File: config.mk
export PLATFORM = sky130hd
export DESIGN_NAME = gregorian_day_number_converter_unit
export DESIGN_NICKNAME = d
export VERILOG_FILES = /design/src/rtl/gdn_pkg.sv /design/src/rtl/gregorian_day_number_converter_unit.sv
export SDC_FILE = /design/constraint.sdc
export NUM_CORES = 2
export LEC_CHECK = 0
export ABC_CLOCK_PERIOD_IN_PS = 9310
export BUFFER_PORTS_ARGS = -buffer_cell sky130_fd_sc_hd__buf_2
export CORE_MARGIN = 2
export CORE_UTILIZATION = 58
export CTS_BUF_LIST = sky130_fd_sc_hd__clkbuf_16
export CTS_CLUSTER_SIZE = 10
export DETAILED_ROUTE_END_ITERATION = 10
export GPL_ROUTABILITY_DRIVEN = 0
export PLACE_DENSITY_LB_ADDON = 0.1
export SLEW_MARGIN = 20
export SYNTH_ARGS = -nofsm -noshare
export SYNTH_HDL_FRONTEND = slang
export SYNTH_SLANG_ARGS = --single-unit
File: constraint.sdc
create_clock -name clk -period 9.31 [get_ports clk]
set_input_delay 0.4655 -clock clk [delete_from_list [all_inputs] [get_ports clk]]
set_output_delay 0.4655 -clock clk [all_outputs]
set_load 0.03 [all_outputs]
File: src/rtl/gdn_pkg.sv
// shared types, constants and small tables for the gregorian day number converter
// no dependencies
package gdn_pkg;

  localparam int NumStages = 14;

  localparam logic CMD_TO_NUMBER = 1'b0;
  localparam logic CMD_TO_DATE   = 1'b1;

  localparam logic REG_MIN_YEAR = 1'b0;
  localparam logic REG_MAX_YEAR = 1'b1;

  localparam logic [1:0] ERR_NONE  = 2'd0;
  localparam logic [1:0] ERR_YEAR  = 2'd1;
  localparam logic [1:0] ERR_MONTH = 2'd2;
  localparam logic [1:0] ERR_DAY   = 2'd3;

  localparam logic [13:0] MIN_YEAR_RST   = 14'd1858;
  localparam logic [13:0] MAX_YEAR_RST   = 14'd2558;
  localparam logic [23:0] DAY_NUMBER_MAX = 24'd4194303;

  // date record carried down the whole pipe
  typedef struct packed {
    logic               cmd;
    logic [1:0]         err;
    logic [23:0]        jdn;
    logic signed [14:0] y;
    logic [3:0]         m;
    logic [4:0]         d;
    logic [14:0]        tv;   // year + 4800, never negative
  } rec_t;

  // working values of both conversion directions
  typedef struct packed {
    logic [14:0] y1;
    logic [14:0] yc;
    logic [8:0]  b;
    logic [24:0] a1;
    logic [7:0]  cq;
    logic [22:0] s;
    logic [6:0]  n;
    logic [21:0] r;
    logic [15:0] s2;
    logic [6:0]  i;
    logic [8:0]  s3;
    logic [3:0]  q;
    logic [7:0]  tq;
    logic [2:0]  wd;
    logic [22:0] mjd;
  } wk_t;

  // days before the month, counted from march: floor(367 k / 12) = floor(2447 k / 80)
  function automatic logic [8:0] month_offset(input logic [3:0] k);
    logic [8:0] v;
    case (k)
      4'd0:    v = 9'd0;
      4'd1:    v = 9'd30;
      4'd2:    v = 9'd61;
      4'd3:    v = 9'd91;
      4'd4:    v = 9'd122;
      4'd5:    v = 9'd152;
      4'd6:    v = 9'd183;
      4'd7:    v = 9'd214;
      4'd8:    v = 9'd244;
      4'd9:    v = 9'd275;
      4'd10:   v = 9'd305;
      4'd11:   v = 9'd336;
      4'd12:   v = 9'd367;
      4'd13:   v = 9'd397;
      4'd14:   v = 9'd428;
      default: v = 9'd458;
    endcase
    return v;
  endfunction

  function automatic logic [4:0] month_len(input logic leap, input logic [3:0] m);
    logic [4:0] len;
    case (m)
      4'd2:                    len = leap ? 5'd29 : 5'd28;
      4'd4, 4'd6, 4'd9, 4'd11: len = 5'd30;
      default:                 len = 5'd31;
    endcase
    return len;
  endfunction

endpackage

File: src/rtl/gregorian_day_number_converter_unit.sv
// gregorian date <-> julian day number converter, fourteen-stage pipeline
// depends on gdn_pkg
//
//   channel  | signals                                      | direction
//   ---------+----------------------------------------------+----------
//   request  | in_valid/in_ready, cmd, year_in, month_in,   | in
//            | day_in, day_number_in                        |
//   result   | out_valid/out_ready, day_number, ...,        | out
//            | range_error                                  |
//   config   | cfg_we, cfg_index, cfg_data                  | in
//
// one word enters per cycle while in_ready is high; the depth of the pipe is
// set by the chain of constant-divisor steps of the day number to date direction.
// every stage holds its word while the stage after it is full and stalled,
// so input is taken whenever some stage ahead has room.
// reset empties the pipe and restores the year limits to 1858 and 2558.
module gregorian_day_number_converter_unit
  import gdn_pkg::*;
(
  input  logic               clk,
  input  logic               rst,
  input  logic               in_valid,
  output logic               in_ready,
  input  logic               cmd,
  input  logic [13:0]        year_in,
  input  logic [3:0]         month_in,
  input  logic [4:0]         day_in,
  input  logic [21:0]        day_number_in,
  output logic               out_valid,
  input  logic               out_ready,
  output logic [21:0]        day_number,
  output logic signed [22:0] mod_day_number,
  output logic signed [14:0] year_out,
  output logic [3:0]         month_out,
  output logic [4:0]         day_out,
  output logic [2:0]         weekday,
  output logic               leap_year,
  output logic [4:0]         month_days,
  output logic [1:0]         range_error,
  input  logic               cfg_we,
  input  logic               cfg_index,
  input  logic [13:0]        cfg_data
);

  logic [13:0] min_year;
  logic [13:0] max_year;

  logic [NumStages:1] vld;
  logic [NumStages:1] en;

  rec_t rc      [1:NumStages-1];
  rec_t rc_next [1:NumStages-1];
  wk_t  wk      [1:NumStages-1];
  wk_t  wk_next [1:NumStages-1];

  logic        early;
  logic [26:0] prod_c;
  logic [32:0] prod_n;
  logic [9:0]  cq3;
  logic [24:0] jdn_sum;
  logic [24:0] rem3;
  logic        ge4;
  logic [18:0] fix4;
  logic [15:0] u5;
  logic [35:0] prod_i;
  logic [15:0] u6;
  logic [27:0] rem6;
  logic [17:0] s3w;
  logic [18:0] prod_q;
  logic [14:0] rem10;
  logic        t12;
  logic [8:0]  e12;
  logic [14:0] tv12;
  logic [26:0] prod_t;
  logic [5:0]  osum;
  logic [3:0]  fold;
  logic [2:0]  wdr;
  logic [14:0] tr14;
  logic        leap14;
  logic [4:0]  mlen14;
  logic [1:0]  err14;

  // year limits
  always_ff @(posedge clk) begin
    if (rst) begin
      min_year <= MIN_YEAR_RST;
      max_year <= MAX_YEAR_RST;
    end else if (cfg_we) begin
      if (cfg_index == REG_MIN_YEAR) begin
        min_year <= cfg_data;
      end
      if (cfg_index == REG_MAX_YEAR) begin
        max_year <= cfg_data;
      end
    end
  end

  // stage enables
  always_comb begin
    en[NumStages] = !vld[NumStages] || out_ready;
    for (int k = NumStages - 1; k >= 1; k--) begin
      en[k] = !vld[k] || en[k+1];
    end
  end

  assign in_ready  = en[1];
  assign out_valid = vld[NumStages];

  always_comb begin
    // stage 1: checks, date offsets, day number bias
    rc_next[1]      = '0;
    wk_next[1]      = '0;
    early           = month_in <= 4'd2;
    rc_next[1].cmd  = cmd;
    rc_next[1].jdn  = 24'(day_number_in);
    rc_next[1].y    = $signed({1'b0, year_in});
    rc_next[1].m    = month_in;
    rc_next[1].d    = day_in;
    rc_next[1].tv   = 15'(year_in) + 15'd4800;
    rc_next[1].err  = ERR_NONE;
    if (cmd == CMD_TO_NUMBER) begin
      if (year_in < min_year || year_in > max_year) begin
        rc_next[1].err = ERR_YEAR;
      end else if (!(month_in inside {[4'd1:4'd12]})) begin
        rc_next[1].err = ERR_MONTH;
      end
    end
    wk_next[1].y1 = 15'(year_in) + 15'd4800 - 15'(early);
    wk_next[1].yc = 15'(year_in) + 15'd4900 - 15'(early);
    wk_next[1].b  = month_offset(early ? month_in + 4'd10 : month_in - 4'd2);
    wk_next[1].s  = 23'(day_number_in) + 23'd68569;

    // stage 2: year products, century estimate, era estimate
    rc_next[2]    = rc[1];
    wk_next[2]    = wk[1];
    wk_next[2].a1 = 25'(wk[1].y1) * 25'd1461;
    prod_c        = 27'(wk[1].yc) * 27'd5243;
    wk_next[2].cq = prod_c[26:19];
    prod_n        = 33'({wk[1].s, 2'b00}) * 33'd229;
    wk_next[2].n  = prod_n[31:25];

    // stage 3: date day number, era remainder
    rc_next[3] = rc[2];
    wk_next[3] = wk[2];
    cq3        = 10'(wk[2].cq) * 10'd3;
    jdn_sum    = 25'(wk[2].a1[24:2]) + 25'(wk[2].b) + 25'(rc[2].d)
               - 25'(cq3[9:2]) - 25'd32075;
    if (rc[2].cmd == CMD_TO_NUMBER) begin
      rc_next[3].jdn = jdn_sum[23:0];
    end
    rem3         = 25'({wk[2].s, 2'b00}) - 25'(wk[2].n) * 25'd146097;
    wk_next[3].r = 22'(rem3[18:0]);

    // stage 4: era correction
    rc_next[4]    = rc[3];
    wk_next[4]    = wk[3];
    ge4           = wk[3].r[18:0] >= 19'd146097;
    fix4          = ge4 ? wk[3].r[18:0] - 19'd146097 : wk[3].r[18:0];
    wk_next[4].n  = wk[3].n + 7'(ge4);
    wk_next[4].s2 = fix4[17:2];

    // stage 5: year of era estimate
    rc_next[5]   = rc[4];
    wk_next[5]   = wk[4];
    u5           = wk[4].s2 + 16'd1;
    prod_i       = 36'(u5) * 36'd732000;
    wk_next[5].i = prod_i[34:28];

    // stage 6: year of era remainder
    rc_next[6]   = rc[5];
    wk_next[6]   = wk[5];
    u6           = wk[5].s2 + 16'd1;
    rem6         = 28'(u6) * 28'd4000 - 28'(wk[5].i) * 28'd1461001;
    wk_next[6].r = rem6[21:0];

    // stage 7: year of era correction
    rc_next[7]   = rc[6];
    wk_next[7]   = wk[6];
    wk_next[7].i = wk[6].i + 7'(wk[6].r >= 22'd1461001);

    // stage 8: day of year from march
    rc_next[8]    = rc[7];
    wk_next[8]    = wk[7];
    s3w           = 18'(wk[7].s2) + 18'd31 - ((18'(wk[7].i) * 18'd1461) >> 2);
    wk_next[8].s3 = s3w[8:0];

    // stage 9: month estimate
    rc_next[9]   = rc[8];
    wk_next[9]   = wk[8];
    prod_q       = 19'(wk[8].s3) * 19'd1040;
    wk_next[9].q = prod_q[18:15];

    // stage 10: month remainder
    rc_next[10]   = rc[9];
    wk_next[10]   = wk[9];
    rem10         = 15'(wk[9].s3) * 15'd80 - 15'(wk[9].q) * 15'd2447;
    wk_next[10].r = 22'(rem10[12:0]);

    // stage 11: month correction
    rc_next[11]   = rc[10];
    wk_next[11]   = wk[10];
    wk_next[11].q = wk[10].q + 4'(wk[10].r[12:0] >= 13'd2447);

    // stage 12: assemble the date
    rc_next[12] = rc[11];
    wk_next[12] = wk[11];
    t12         = wk[11].q >= 4'd11;
    e12         = wk[11].s3 - month_offset(wk[11].q);
    tv12        = 15'(wk[11].n) * 15'd100 + 15'(wk[11].i) + 15'(t12) - 15'd100;
    if (rc[11].cmd == CMD_TO_DATE) begin
      rc_next[12].d  = e12[4:0];
      rc_next[12].m  = t12 ? wk[11].q - 4'd10 : wk[11].q + 4'd2;
      rc_next[12].tv = tv12;
      rc_next[12].y  = $signed(tv12) - 15'sd4800;
    end

    // stage 13: century of the year, weekday, modified day number
    rc_next[13]    = rc[12];
    wk_next[13]    = wk[12];
    prod_t         = 27'(rc[12].tv) * 27'd5243;
    wk_next[13].tq = prod_t[26:19];
    osum = '0;
    for (int g = 0; g < 8; g++) begin
      osum = osum + 6'(rc[12].jdn[3*g +: 3]);
    end
    fold            = 4'(osum[5:3]) + 4'(osum[2:0]);
    wdr             = (fold >= 4'd7) ? 3'(fold - 4'd7) : fold[2:0];
    wk_next[13].wd  = wdr + 3'd1;
    wk_next[13].mjd = $signed({1'b0, rc[12].jdn[21:0]}) - 23'sd2400001;

    // final: leap rule, month length, remaining checks
    tr14   = rc[13].tv - 15'(wk[13].tq) * 15'd100;
    leap14 = (rc[13].tv[1:0] == 2'd0) && ((tr14 != 15'd0) || (wk[13].tq[1:0] == 2'd0));
    mlen14 = month_len(leap14, rc[13].m);
    err14  = rc[13].err;
    if (rc[13].cmd == CMD_TO_NUMBER && rc[13].err == ERR_NONE) begin
      if (rc[13].d == 5'd0 || rc[13].d > mlen14) begin
        err14 = ERR_DAY;
      end else if (rc[13].jdn > DAY_NUMBER_MAX) begin
        err14 = ERR_YEAR;
      end
    end
  end

  always_ff @(posedge clk) begin
    if (rst) begin
      vld <= '0;
    end else begin
      if (en[1]) begin
        vld[1] <= in_valid;
      end
      for (int k = 2; k <= NumStages; k++) begin
        if (en[k]) begin
          vld[k] <= vld[k-1];
        end
      end
    end
  end

  always_ff @(posedge clk) begin
    for (int k = 1; k < NumStages; k++) begin
      if (en[k]) begin
        rc[k] <= rc_next[k];
        wk[k] <= wk_next[k];
      end
    end
  end

  // output word
  always_ff @(posedge clk) begin
    if (en[NumStages]) begin
      range_error <= err14;
      if (err14 != ERR_NONE) begin
        day_number     <= '0;
        mod_day_number <= '0;
        year_out       <= '0;
        month_out      <= '0;
        day_out        <= '0;
        weekday        <= '0;
        leap_year      <= 1'b0;
        month_days     <= '0;
      end else begin
        day_number     <= rc[13].jdn[21:0];
        mod_day_number <= $signed(wk[13].mjd);
        year_out       <= rc[13].y;
        month_out      <= rc[13].m;
        day_out        <= rc[13].d;
        weekday        <= wk[13].wd;
        leap_year      <= leap14;
        month_days     <= mlen14;
      end
    end
  end

  // a drained output never blocks the input
  assert property (@(posedge clk) disable iff (rst) out_ready |-> in_ready)
    else $error("input blocked while output drains");

  // error words carry nothing but the code
  assert property (@(posedge clk) disable iff (rst)
    out_valid && range_error != ERR_NONE |->
      day_number == '0 && weekday == '0 && month_days == '0 && day_out == '0)
    else $error("error word with payload");

  // good words carry a real weekday and month length
  assert property (@(posedge clk) disable iff (rst)
    out_valid && range_error == ERR_NONE |->
      weekday != 3'd0 && month_days >= 5'd28 && month_out != 4'd0 && day_out != 5'd0)
    else $error("good word out of range");

  // february length follows the leap flag
  assert property (@(posedge clk) disable iff (rst)
    out_valid && range_error == ERR_NONE && month_out == 4'd2 |->
      month_days == (leap_year ? 5'd29 : 5'd28))
    else $error("february length disagrees with leap flag");

endmodule

==> flow_summary_export.csv <==
group,metric,value,unit
run_status,status,"finished clean",
logic_synthesis,yosys.cell_types.count,97,
layout,layout_common_cells,"edfxtp_1, inv_1, ha_1",
timing,fin_setup_tns,0,ns
grt,grt_pass1_vias,41800,
clock_tree,clock-sinks,1298,
clock_tree,numCtsBuffers,153,
logic_synthesis,synth_fp_nets,7002,
logic_synthesis,yosysSeqAreaShare,51.2,%
clock_tree,cts-resized-gates,0,
min_path,whs_path_depth,1,
timing,worst_hold_slack,0.0658,ns
timing,skew,0.0433,ns
logic_synthesis,synthCells,5533,
route,wl,133000,um
timing,period_minus_slack,7.97,ns
setup_path,reg2reg_depth,30,
route,wl_per_cell,17.3,um
route,drtIter0Drc,2009,
clock_tree,hold_buffers,50,
timing,slew_headroom,28.6,%
layout,fin_cells,7669,
logic_synthesis,synth_warnings,0,
timing,setup_viol,0,
die,die_w,364,um
layout,finish.net_count,7329,
logic_synthesis,syn_area,0.0752,mm2
setup_path,path_buf_inv,5,
die,coreArea,0.129,mm2
logic_synthesis,synth_edf_count,1256,
grt,antenna_found_initial,1,
die,ios,148,
clock_tree,cts.clk_slew.worst_paths,0.06,ns
placement,place_inst,7397,
setup_path,crit_fanout,8,
grt,grt-ovfl-total,0,
clock_tree,cts.path.max_buffers,3,
flow_run,drv_cap,0,
route,drtPass1Iterations,6,
grt,grt_max_degree,83,
route,drc,0,
placement,preCtsSetupSlack,1.32,ns
die,die_area,0.133,mm2
setup_path,cp.arrival,8.48,ns
timing,fin_ws,1.34,ns
layout,fill_cells,9710,
layout,antennaDiodeCount,0,
clock_tree,root_buffer,"clkbuf_16",
logic_synthesis,synth_ff_type,"edfxtp_1",
layout,final_common_cell,"edfxtp_1",
timing,finalHoldViolations,0,
clock_tree,clk_latency,0.78,ns
logic_synthesis,ys_ff_latch,1298,
timing,worst_pin_slew,1.07,ns
clock_tree,h-tree-depth,4,
timing,fmax,126,MHz
timing,period_share,85.6,%
logic_synthesis,synth.avg_cell_area,13.6,um2
setup_path,critical_path.top_delay_family,"adder cells",
layout,area_growth,10.6,%
setup_path,critical_path.endpoint_type,"flop",
timing,timing.final.max_slew_violations,0,
die,start_util,58.3,%
grt,grt_pass1_wl,219000,um
logic_synthesis,synthArstFlopShare,0,%
route,viasPerCell,5.23,
placement,dpl.hpwl,101000,um
clock_tree,cts_tree,"done",
placement,portBuffers,147,
setup_path,slowest_delay,0.54,ns
route,num_vias,40100,
setup_path,cp.required,9.83,ns
clock_tree,cts_setup_buffers,0,
setup_path,slowest_stage,"fa_1",
setup_path,worst-setup-path-type,"reg2reg",
die,die_h,364,um
min_path,hold_class,"in2reg",
layout,drive_gt1_share,7.34,%
setup_path,startpoint_type,"flop",
die,fp-row-count,132,
setup_path,cpMostUsedCell,"xnor2_1",
route,ant_nets,0,
grt,grt_usage,21.0,%
setup_path,path_depth,30,
timing,rsz0062_at_grt,"no",
==> state kept, by name (all words and copies together), names as in the netlist <==
signal and count:
max_year 14, min_year 14, day_number 22, vld 14, mod_day_number 23, month_days 3
range_error 2, leap_year 1, rc 765, day_out 5, wk 413, month_out 4
year_out 15, weekday 3
==> stage by stage <==
step                      instance area, um2  util [%]
after detailed placement               78200      60.5
after global placement                 78200      60.5
after CTS                              83200      64.4
final                                  83200      64.4
after global routing                   83200      64.4
after floorplan                        75300         -
==> cell type report <==
class	count	area, um2	area share [%]
clock buffers	154	3850	4.63
clock inverters	68	662	0.795
inverters	998	3760	4.52
multi-input cells	3192	32800	39.4
flip-flops and latches	1298	38600	46.3
well taps	1742	2180	2.62
repair buffers	217	1390	1.67
==> kinds of logic (layout without fill, tap and decap cells) <==
group | count (synthesis) | count (layout) | share of synthesized area [%]
compound gates | 578 | 578 | 5.14
buf+inv | 1043 | 1437 | 5.22
flops | 1298 | 1298 | 51.2
xor+xnor | 354 | 354 | 4.13
simple gates | 821 | 821 | 5.49
fa+ha+maj | 1403 | 1403 | 28.2
mux | 36 | 36 | 0.531
==> cells in the mapped netlist (10+ instances only) <==
library cell,instances,area share (%)
a211oi_1,34,0.34
a21o_1,64,0.64
a21oi_1,160,1.1
a31oi_1,19,0.16
and2_1,85,0.71
and3_1,33,0.27
clkbuf_1,38,0.19
dfxtp_1,42,1.1
edfxtp_1,1256,50
fa_1,492,13
ha_1,911,15
inv_1,996,5.0
mux2_2,29,0.43
nand2_1,204,1.0
nand2b_1,25,0.21
nand3_1,79,0.53
nand3b_1,17,0.17
nand4_1,26,0.22
nor2_1,177,0.88
nor2b_1,21,0.17
nor3_1,74,0.49
nor4_1,12,0.10
o211ai_1,13,0.13
o21a_1,32,0.32
o21ai_0,102,0.68
o21ai_1,10,0.067
o21bai_1,29,0.29
o31ai_1,14,0.14
or3_1,17,0.14
xnor2_1,231,2.7
xor2_1,122,1.4
==> routing by layer <==
metal	wire, um	vias up	global-route usage (%)	part of all wire, %
li1	-	19700	-	-
met1	60200	19600	28.8	45
met2	65600	585	35.4	49
met3	4550	183	3.28	3.4
met4	2530	2	5.19	1.9
met5	13	-	0	0.0098
==> final timing paths <==
| kind | start | to | slack [ns] |
|---|---|---|---|
| setup reg to reg | wk[0][1024]$_DFFE_PP_ | wk[0][1255]$_DFFE_PP_ | 1.34 |
| setup / recovery | wk[0][1024]$_DFFE_PP_ | wk[0][1255]$_DFFE_PP_ | 1.34 |
| hold reg to reg | rc[0][339]$_DFFE_PP_ | rc[0][405]$_DFFE_PP_ | 0.40 |
| hold / removal | year_in[5] | rc[0][95]$_DFFE_PP_ | 0.07 |
Power is left out: the tool's default activity adds up to more than one toggle a clock period on the data nets, which glitch-free logic cannot reach.
